### src/rtl/gru_pkg.sv
// Shared types and constants for the Givens rotation unit.
// No dependencies; imported by gru_req_if and the top-level module.
package gru_pkg;

	typedef enum logic {
		OP_GEN   = 1'b0,
		OP_APPLY = 1'b1
	} op_t;

endpackage

### src/rtl/gru_req_if.sv
// Request channel: op code and a pair of Q1.F operands.
// Depends on gru_pkg for the op code type.
interface gru_req_if #(parameter int W = 16);
	import gru_pkg::*;

	logic                valid;
	logic                ready;
	op_t                 op;
	logic signed [W-1:0] first_in;
	logic signed [W-1:0] second_in;

	modport source (output valid, output op, output first_in, output second_in, input ready);
	modport sink   (input valid, input op, input first_in, input second_in, output ready);
endinterface

### src/rtl/gru_rsp_if.sv
// Response channel: a pair of Q2.F results.
// No dependencies.
interface gru_rsp_if #(parameter int W = 16);
	logic              valid;
	logic              ready;
	logic signed [W:0] first_out;
	logic signed [W:0] second_out;

	modport source (output valid, output first_out, output second_out, input ready);
	modport sink   (input valid, input first_out, input second_out, output ready);
endinterface

### src/rtl/gru_mac.sv
// Bit-serial dual multiply-accumulate: p = c*u + s*v, q = c*v - s*u.
// Consumes one bit of u and v per cycle, MSB first; no package dependency.
module gru_mac #(
	parameter int W = 16
) (
	input  logic                  clk,
	input  logic                  arst_n,
	input  logic                  start,
	input  logic signed [W:0]     c,
	input  logic signed [W:0]     s,
	input  logic signed [W:0]     u,
	input  logic signed [W:0]     v,
	output logic                  done,
	output logic signed [2*W+2:0] p,
	output logic signed [2*W+2:0] q
);
	localparam int AW = 2 * W + 3;
	localparam int CW = $clog2(W + 2);

	logic                 busy_q;
	logic                 done_q;
	logic [CW-1:0]        cnt_q;
	logic signed [W:0]    c_q, s_q;
	logic [W:0]           u_q, v_q;
	logic signed [AW-1:0] p_q, q_q;
	logic signed [AW-1:0] tc, ts, tcv, tsu, p_d, q_d;

	always_comb begin
		tc  = u_q[W] ? AW'(c_q) : '0;
		ts  = v_q[W] ? AW'(s_q) : '0;
		tcv = v_q[W] ? AW'(c_q) : '0;
		tsu = u_q[W] ? AW'(s_q) : '0;
		if (cnt_q == '0) begin
			p_d = -(tc + ts);
			q_d = -(tcv - tsu);
		end else begin
			p_d = (p_q <<< 1) + tc + ts;
			q_d = (q_q <<< 1) + tcv - tsu;
		end
	end

	always_ff @(posedge clk or negedge arst_n) begin
		if (!arst_n) begin
			busy_q <= 1'b0;
			done_q <= 1'b0;
			cnt_q  <= '0;
		end else begin
			done_q <= 1'b0;
			if (start) begin
				busy_q <= 1'b1;
				cnt_q  <= '0;
			end else if (busy_q) begin
				cnt_q <= cnt_q + 1'b1;
				if (cnt_q == CW'(W)) begin
					busy_q <= 1'b0;
					done_q <= 1'b1;
				end
			end
		end
	end

	always_ff @(posedge clk) begin
		if (start) begin
			c_q <= c;
			s_q <= s;
			u_q <= u;
			v_q <= v;
			p_q <= '0;
			q_q <= '0;
		end else if (busy_q) begin
			u_q <= {u_q[W-1:0], 1'b0};
			v_q <= {v_q[W-1:0], 1'b0};
			p_q <= p_d;
			q_q <= q_d;
		end
	end

	assign done = done_q;
	assign p    = p_q;
	assign q    = q_q;
endmodule

### src/rtl/gru_ratio.sv
// Serial ratio unit: round(sqrt(num * 4^W / den) / 2) via restoring division
// then digit-by-digit square root, one bit per cycle; no package dependency.
module gru_ratio #(
	parameter int W = 16
) (
	input  logic           clk,
	input  logic           arst_n,
	input  logic           start,
	input  logic [2*W-1:0] num,
	input  logic [2*W-1:0] den,
	output logic           done,
	output logic [W-1:0]   mag
);
	localparam int DW = 2 * W + 1;
	localparam int CW = $clog2(2 * W + 2);
	localparam int SW = W + 6;

	typedef enum logic [1:0] {R_IDLE, R_DIV, R_SQRT} rstate_t;

	rstate_t         state_q;
	logic [CW-1:0]   cnt_q;
	logic            done_q;
	logic [2*W-1:0]  den_q;
	logic [DW-1:0]   rem_q;
	logic [DW-1:0]   quo_q;
	logic [DW:0]     rad_q;
	logic [W:0]      root_q;
	logic [SW-1:0]   srem_q;
	logic [W-1:0]    mag_q;
	logic [DW:0]     dx;
	logic            dge;
	logic [DW-1:0]   rem_d;
	logic [DW-1:0]   quo_d;
	logic [SW-1:0]   sx, trial;
	logic            sge;
	logic [W:0]      root_d;
	logic [W+1:0]    rnd;

	always_comb begin
		dx    = (cnt_q == '0) ? {1'b0, rem_q} : {rem_q, 1'b0};
		dge   = dx >= (DW + 1)'(den_q);
		rem_d = dge ? DW'(dx - (DW + 1)'(den_q)) : DW'(dx);
		quo_d = {quo_q[DW-2:0], dge};
		sx    = {srem_q[SW-3:0], rad_q[DW:DW-1]};
		trial = SW'({root_q, 2'b01});
		sge   = sx >= trial;
		root_d = {root_q[W-1:0], sge};
		rnd   = (W + 2)'(root_d) + 1'b1;
	end

	always_ff @(posedge clk or negedge arst_n) begin
		if (!arst_n) begin
			state_q <= R_IDLE;
			cnt_q   <= '0;
			done_q  <= 1'b0;
		end else begin
			done_q <= 1'b0;
			case (state_q)
				R_IDLE: begin
					if (start) begin
						state_q <= R_DIV;
						cnt_q   <= '0;
					end
				end
				R_DIV: begin
					cnt_q <= cnt_q + 1'b1;
					if (cnt_q == CW'(DW - 1)) begin
						state_q <= R_SQRT;
						cnt_q   <= '0;
					end
				end
				R_SQRT: begin
					cnt_q <= cnt_q + 1'b1;
					if (cnt_q == CW'(W)) begin
						state_q <= R_IDLE;
						done_q  <= 1'b1;
					end
				end
				default: state_q <= R_IDLE;
			endcase
		end
	end

	always_ff @(posedge clk) begin
		case (state_q)
			R_IDLE: begin
				if (start) begin
					rem_q <= DW'(num);
					den_q <= den;
					quo_q <= '0;
				end
			end
			R_DIV: begin
				rem_q <= rem_d;
				quo_q <= quo_d;
				if (cnt_q == CW'(DW - 1)) begin
					rad_q  <= {1'b0, quo_d};
					root_q <= '0;
					srem_q <= '0;
				end
			end
			R_SQRT: begin
				rad_q  <= {rad_q[DW-2:0], 2'b00};
				srem_q <= sge ? sx - trial : sx;
				root_q <= root_d;
				if (cnt_q == CW'(W)) begin
					mag_q <= rnd[W:1];
				end
			end
			default: ;
		endcase
	end

	assign done = done_q;
	assign mag  = mag_q;
endmodule

### src/rtl/givens_rotation_unit.sv
// Givens rotation unit, top level; uses gru_pkg, gru_req_if, gru_rsp_if,
// gru_mac and gru_ratio. One item at a time; the next beat is taken once the result issues.
// Apply: one bit-serial MAC pass (W+1 steps). Generate on a zero pair skips all passes.
// Generate: three MAC passes (sum of squares, then a square per operand), each square
// followed by a serial division (2W+1 steps) and square root (W+1 steps).
// Reset clears control and sets the stored rotation to identity.
module givens_rotation_unit #(
	parameter int DATA_WIDTH = 16
) (
	input  logic   clk,
	input  logic   arst_n,
	gru_req_if.sink   req,
	gru_rsp_if.source rsp
);
	import gru_pkg::*;

	localparam int W  = DATA_WIDTH;
	localparam int AW = 2 * W + 3;

	typedef enum logic [2:0] {S_IDLE, S_SUM, S_SQ, S_RATIO, S_APPLY, S_DONE} state_t;

	state_t               state_q;
	logic                 mac_start_q;
	logic                 rat_start_q;
	logic                 comp_q;
	logic                 rsp_valid_q;
	op_t                  op_q;
	logic signed [W-1:0]  a_q, b_q;
	logic signed [W-1:0]  rot_cos_q, rot_sin_q;
	logic [2*W-1:0]       sum_q, num_q;
	logic [W-1:0]         cm_q, sm_q;
	logic signed [AW-1:0] p_q, q_q;
	logic signed [W:0]    first_q, second_q;

	logic [W-1:0]         ma, mb, msel;
	logic signed [W:0]    mc, ms, mu, mv;
	logic                 mac_done, rat_done;
	logic signed [AW-1:0] mac_p, mac_q;
	logic [W-1:0]         rat_mag;
	logic                 rneg, neg1, neg2;
	logic [W-1:0]         cs, ss;
	logic signed [W:0]    gen1, gen2;
	logic signed [W-1:0]  st_cos, st_sin;

	function automatic logic signed [W:0] round_q(input logic signed [AW-1:0] x);
		logic [AW-1:0] m;
		logic [AW-1:0] r;
		m = x[AW-1] ? AW'(-x) : AW'(x);
		r = (m + (AW'(1) << (W - 2))) >> (W - 1);
		return x[AW-1] ? -(W + 1)'(r) : (W + 1)'(r);
	endfunction

	always_comb begin
		ma   = a_q[W-1] ? W'(-a_q) : W'(a_q);
		mb   = b_q[W-1] ? W'(-b_q) : W'(b_q);
		msel = comp_q ? mb : ma;
		case (state_q)
			S_SUM: begin
				mc = {1'b0, ma};
				ms = {1'b0, mb};
				mu = {1'b0, ma};
				mv = {1'b0, mb};
			end
			S_SQ: begin
				mc = {1'b0, msel};
				ms = '0;
				mu = {1'b0, msel};
				mv = '0;
			end
			default: begin
				mc = {rot_cos_q[W-1], rot_cos_q};
				ms = {rot_sin_q[W-1], rot_sin_q};
				mu = {a_q[W-1], a_q};
				mv = {b_q[W-1], b_q};
			end
		endcase
		rneg   = (ma >= mb) ? a_q[W-1] : b_q[W-1];
		neg1   = a_q[W-1] != rneg;
		neg2   = b_q[W-1] != rneg;
		gen1   = neg1 ? -{1'b0, cm_q} : {1'b0, cm_q};
		gen2   = neg2 ? -{1'b0, sm_q} : {1'b0, sm_q};
		cs     = cm_q[W-1] ? {1'b0, {(W - 1){1'b1}}} : cm_q;
		ss     = sm_q[W-1] ? {1'b0, {(W - 1){1'b1}}} : sm_q;
		st_cos = neg1 ? -$signed(cs) : $signed(cs);
		st_sin = neg2 ? -$signed(ss) : $signed(ss);
	end

	gru_mac #(.W(W)) u_mac (
		.clk    (clk),
		.arst_n (arst_n),
		.start  (mac_start_q),
		.c      (mc),
		.s      (ms),
		.u      (mu),
		.v      (mv),
		.done   (mac_done),
		.p      (mac_p),
		.q      (mac_q)
	);

	gru_ratio #(.W(W)) u_ratio (
		.clk    (clk),
		.arst_n (arst_n),
		.start  (rat_start_q),
		.num    (num_q),
		.den    (sum_q),
		.done   (rat_done),
		.mag    (rat_mag)
	);

	always_ff @(posedge clk or negedge arst_n) begin
		if (!arst_n) begin
			state_q     <= S_IDLE;
			mac_start_q <= 1'b0;
			rat_start_q <= 1'b0;
			comp_q      <= 1'b0;
			rsp_valid_q <= 1'b0;
			rot_cos_q   <= {1'b0, {(W - 1){1'b1}}};
			rot_sin_q   <= '0;
		end else begin
			mac_start_q <= 1'b0;
			rat_start_q <= 1'b0;
			if (rsp_valid_q && rsp.ready) begin
				rsp_valid_q <= 1'b0;
			end
			case (state_q)
				S_IDLE: begin
					if (req.valid) begin
						comp_q <= 1'b0;
						if (req.op == OP_APPLY) begin
							state_q     <= S_APPLY;
							mac_start_q <= 1'b1;
						end else if (req.first_in == '0 && req.second_in == '0) begin
							state_q <= S_DONE;
						end else begin
							state_q     <= S_SUM;
							mac_start_q <= 1'b1;
						end
					end
				end
				S_SUM: begin
					if (mac_done) begin
						state_q     <= S_SQ;
						mac_start_q <= 1'b1;
					end
				end
				S_SQ: begin
					if (mac_done) begin
						state_q     <= S_RATIO;
						rat_start_q <= 1'b1;
					end
				end
				S_RATIO: begin
					if (rat_done) begin
						if (comp_q) begin
							state_q <= S_DONE;
						end else begin
							comp_q      <= 1'b1;
							state_q     <= S_SQ;
							mac_start_q <= 1'b1;
						end
					end
				end
				S_APPLY: begin
					if (mac_done) begin
						state_q <= S_DONE;
					end
				end
				S_DONE: begin
					if (!rsp_valid_q || rsp.ready) begin
						rsp_valid_q <= 1'b1;
						state_q     <= S_IDLE;
						if (op_q == OP_GEN) begin
							rot_cos_q <= st_cos;
							rot_sin_q <= st_sin;
						end
					end
				end
				default: state_q <= S_IDLE;
			endcase
		end
	end

	always_ff @(posedge clk) begin
		if (state_q == S_IDLE && req.valid) begin
			op_q <= req.op;
			a_q  <= req.first_in;
			b_q  <= req.second_in;
			cm_q <= W'(1) << (W - 1);
			sm_q <= '0;
		end
		if (state_q == S_SUM && mac_done) begin
			sum_q <= mac_p[2*W-1:0];
		end
		if (state_q == S_SQ && mac_done) begin
			num_q <= mac_p[2*W-1:0];
		end
		if (state_q == S_RATIO && rat_done) begin
			if (comp_q) begin
				sm_q <= rat_mag;
			end else begin
				cm_q <= rat_mag;
			end
		end
		if (state_q == S_APPLY && mac_done) begin
			p_q <= mac_p;
			q_q <= mac_q;
		end
		if (state_q == S_DONE && (!rsp_valid_q || rsp.ready)) begin
			if (op_q == OP_GEN) begin
				first_q  <= gen1;
				second_q <= gen2;
			end else begin
				first_q  <= round_q(p_q);
				second_q <= round_q(q_q);
			end
		end
	end

	assign req.ready      = state_q == S_IDLE;
	assign rsp.valid      = rsp_valid_q;
	assign rsp.first_out  = first_q;
	assign rsp.second_out = second_q;
endmodule

### src/flat_wrapper.sv
// flat-port wrapper written by rule: the top's interface ports become plain ports
module givens_rotation_unit_flat import gru_pkg::*;
#(
	parameter int DATA_WIDTH = 16
)
  (clk, arst_n, req_valid, req_op, req_first_in, req_second_in, req_ready, rsp_valid, rsp_first_out, rsp_second_out, rsp_ready);
  gru_req_if req_i ();
  gru_rsp_if rsp_i ();
  input  logic clk;
  input  logic arst_n;
  input wire logic [$bits(req_i.valid)-1:0] req_valid;
  input wire logic [$bits(req_i.op)-1:0] req_op;
  input wire logic [$bits(req_i.first_in)-1:0] req_first_in;
  input wire logic [$bits(req_i.second_in)-1:0] req_second_in;
  output wire logic [$bits(req_i.ready)-1:0] req_ready;
  output wire logic [$bits(rsp_i.valid)-1:0] rsp_valid;
  output wire logic [$bits(rsp_i.first_out)-1:0] rsp_first_out;
  output wire logic [$bits(rsp_i.second_out)-1:0] rsp_second_out;
  input wire logic [$bits(rsp_i.ready)-1:0] rsp_ready;
  assign req_i.valid = req_valid;
  assign req_i.op = req_op;
  assign req_i.first_in = req_first_in;
  assign req_i.second_in = req_second_in;
  assign req_ready = req_i.ready;
  assign rsp_valid = rsp_i.valid;
  assign rsp_first_out = rsp_i.first_out;
  assign rsp_second_out = rsp_i.second_out;
  assign rsp_i.ready = rsp_ready;
  givens_rotation_unit #(.DATA_WIDTH(DATA_WIDTH)) u_core (.clk(clk), .arst_n(arst_n), .req(req_i), .rsp(rsp_i));
endmodule
### config.mk
export PLATFORM = sky130hd
export DESIGN_NAME = givens_rotation_unit_flat
export DESIGN_NICKNAME = d
export VERILOG_FILES = /design/src/rtl/gru_pkg.sv /design/src/rtl/gru_req_if.sv /design/src/rtl/gru_rsp_if.sv /design/src/rtl/gru_mac.sv /design/src/rtl/gru_ratio.sv /design/src/rtl/givens_rotation_unit.sv /design/src/flat_wrapper.sv
export SDC_FILE = /design/constraint.sdc
export NUM_CORES = 2
export LEC_CHECK = 0
export BUFFER_PORTS_ARGS = -buffer_cell sky130_fd_sc_hd__buf_2
export CAP_MARGIN = 10
export CORE_MARGIN = 1.5
export CORE_UTILIZATION = 35
export DETAILED_ROUTE_END_ITERATION = 10
export GPL_TIMING_DRIVEN = 1
export PLACE_DENSITY = 0.56
export SYNTH_ARGS = -nofsm -noshare
export SYNTH_HDL_FRONTEND = slang
export SYNTH_SLANG_ARGS = --single-unit
### constraint.sdc
create_clock -name clk -period 20.9 [get_ports clk]
set_clock_uncertainty 0.2 [all_clocks]
set_input_delay 4.18 -clock clk [delete_from_list [all_inputs] [get_ports clk]]
set_output_delay 4.18 -clock clk [all_outputs]
set_load 0.02 [all_outputs]
==> run summary <==
vias in the first global route: 28,100
CTS tree: built
Final HPWL DP: 72,900 microns
met1 Use GR: 25.4%
top_reg_cell synth: edfxtp_1
Fmax: 161 MHz
share of the synthesized area in the top cell type: 34.8%
Worst EP arrival: 1.84 ns
Mapped Area: 38,700 sq um
post-DR vias/cell: 5.27
Synth Net Count: 4,250
normalized max-slew margin: 28.4%
CP Class: reg2out
sw frac: 42.5%
GRT busiest layer: met2
die width: 336 microns
CTS buffer count: 70
Worst Hold Class: reg2reg
cells along the critical path: nor3_1, buf_2
register share of total power: 26.7%
power density cells: 165 nW/um^2
Seq/Total Area, Yosys: 43.7%
GRT met2 Usage: 28.2%
warnings from Yosys: 0
RSZ-0062 raised after global routing: false
post-synth top area cell: edfxtp_1
share of layout cells above drive strength 1: 9.33%
boundary pin count: 73
Core Util, Final: 39.3%
WP data required: 16.52 ns
FF-to-FF path depth: 16
post-route ant nets: 0
core area: 109,000 sq um
initial antenna violation count: 1
Syn Area/Cell: 9.84 sq um
most frequent cell after synthesis: edfxtp_1
Detailed Route Iter0 Violations: 1,942
synth cell count leaders: edfxtp_1 (449), nand2_1 (386), nor2_1 (329)
Final min period: 6.22 ns
final hold violations: 0
Cell variety after synth: 102
peak supply drop: 88.8 uV
reg-to-reg slack, setup: 15.12 ns
DR vias: 28,800
routed len/inst: 18.5 microns
Int Pwr: 4.06 mW
depth of the CTS H-tree: 3
crit end category: output port
Post-Route WL: 101,000 microns
Hold Buf Count CTS: 0
starting density of the core: 35.4%
clk sinks: 606
Clock Tree Buf Depth: 3
Startpoint Class: flop
DRC Markers: 0
Worst path max stage delay: 0.62 ns
global-route wire length before repair: 160,000 microns
nets: 4,255
status: complete, no violations
setup bufs post-CTS: 0
Non-Filler Instances: 5,475
pin count of the biggest net entering global routing: 89
Mapped Cells: 3,935
Final Cycle Share: 29.7%
HP Start: u_core.sum_q[20]
post_cts resized: 0
setup tns final: 0 ns
RR Startpoint: u_core.u_ratio.cnt_q[0]
Comb pwr share: 55.4%
clk_lat worst skew: 0.64 ns
Slowest-stage cell, CP: dfrtp_1
cell depth of the worst hold path: 0
P_leak: 17.3 nW
Slew @ Worst Pin: 1.07 ns
met3 global-route usage: 2.78%
grt total ovfl: 0
RePlAce Congestion: 0.851
r2r endpoint: u_core.u_ratio.rem_q[31]
Clock transition at path regs: 0.06 ns
Die Ht: 336 microns
Overall Global Routing Usage: 17.9%
Clk pwr share: 18.0%
Hold EP: u_core.u_ratio.den_q[20]
number of flops mapped to enable cells by yosys: 449
final setup fails: 0
max cap viols: 0
placed cell count: 5,344
num rows: 121
post-synthesis register bit count: 606
Buffers on Ports: 72
ys async rst share: 9.08%
final max-slew violation count: 0
drt pass-1 iters: 5
area delta synth->final: 10.9%
Synth area leaders: edfxtp_1 (35%), ha_1 (6.6%), dfxtp_1 (5.3%)
NetSw: 3.01 mW
die area: 113,000 sq um
clk root buf: clkbuf_16
crit-path max FO: 24
registers in the layout (all words and copies together) (netlist names), 20 cells and up:
register               cells
u_core.u_mac.p            35
u_core.u_mac.q            35
u_core.u_ratio.rad_q      34
u_core.p_q                33
u_core.q_q                33
u_core.u_ratio.rem_q      33
u_core.num_q              32
u_core.sum_q              32
u_core.u_ratio.den_q      32
u_core.u_ratio.quo_q      32
u_core.u_ratio.srem_q     20
per-layer routing:
| metal | vias up | wire, microns |
|---|---|---|
| met3 | 136 | 4600 |
| met5 | - | 0 |
| li1 | 14200 | - |
| met1 | 13900 | 48500 |
| met4 | 0 | 2640 |
| met2 | 580 | 45500 |
layout make-up:
cell class / count / area [sq um]
inverter: 283 / 1060
fill: 10900 / 66400
sequential: 606 / 16900
multi-input combinational: 2870 / 20100
tap: 1476 / 1850
timing repair buffer: 109 / 638
clock inverter: 29 / 312
clock buffer: 101 / 2070
antenna: 1 / 2.50
worst max-delay path by stage:
stage | depth (start not counted) | endpoint | startpoint | slack [ns]
2_1_floorplan | 6 | u_core.u_ratio.rad_q[0] | u_core.u_ratio.state_q[1] | 13.96
3_3_place_gp | 5 | u_core.b_q[9] | req_valid | 14.36
3_5_place_dp | 5 | u_core.b_q[14] | req_valid | 14.36
4_1_cts | 2 | req_ready | u_core.state_q[1] | 14.63
5_1_grt | 2 | req_ready | u_core.state_q[1] | 14.54
6_report | 2 | req_ready | u_core.state_q[1] | 14.68
power by group through the flow:
stage | Sequential, mW | Clock, mW | Combinational [mW]
after floorplan | 1.81 | 0 | 3.04
after global placement | 1.91 | 0 | 3.84
after detailed placement | 1.91 | 0 | 3.89
after CTS | 1.89 | 1.30 | 3.92
after global routing | 1.92 | 1.35 | 4.41
final | 1.88 | 1.27 | 3.92
placed cells by master (no fill, tap or decap), types with 22 or more instances in the layout:
cell	instances
nand4_1	34
fa_1	73
nand2_1	386
a21o_1	103
a211oi_1	64
xnor2_1	176
and3_1	39
a31oi_1	49
o31ai_1	37
buf_2	72
clkbuf_16	77
mux2_2	66
inv_1	280
a21oi_1	274
nor3_1	61
nand3_1	70
o21a_1	27
or3_1	28
o21ai_0	206
and2_1	71
ha_1	203
dfrtp_1	38
buf_4	37
mux2i_1	39
edfxtp_1	449
nor2b_1	26
dfxtp_1	102
nor2_1	328
nand2b_1	56
a221oi_1	22
nor4_1	22
xor2_1	100
metrics by stage:
step	power, mW	setup WS (ns)	hold slack [ns]	cell area, sq um
2_1_floorplan	4.85	13.96	0.200	38700
3_3_place_gp	5.75	14.36	0.201	40600
3_5_place_dp	5.79	14.36	0.205	40600
4_1_cts	7.11	14.63	0.217	42900
5_1_grt	7.68	14.54	0.222	42900
6_report	7.07	14.68	0.214	42900
cells by family after synthesis:
kind of cell    share of synthesized area (%)
simple gates                             15.5
xor+xnor                                 6.36
fa+ha+maj                                10.4
buf+inv                                  4.70
mux                                      2.93
compound gates                           16.4
flops                                    43.7
worst max-delay path, delay by kind of cell (launching register included):
kind	cells	cell delay, ns
buffers and inverters	1	0.23
DFF	1	0.62
and+or+nand+nor	1	0.35
Power figures use the tool's default switching activity.
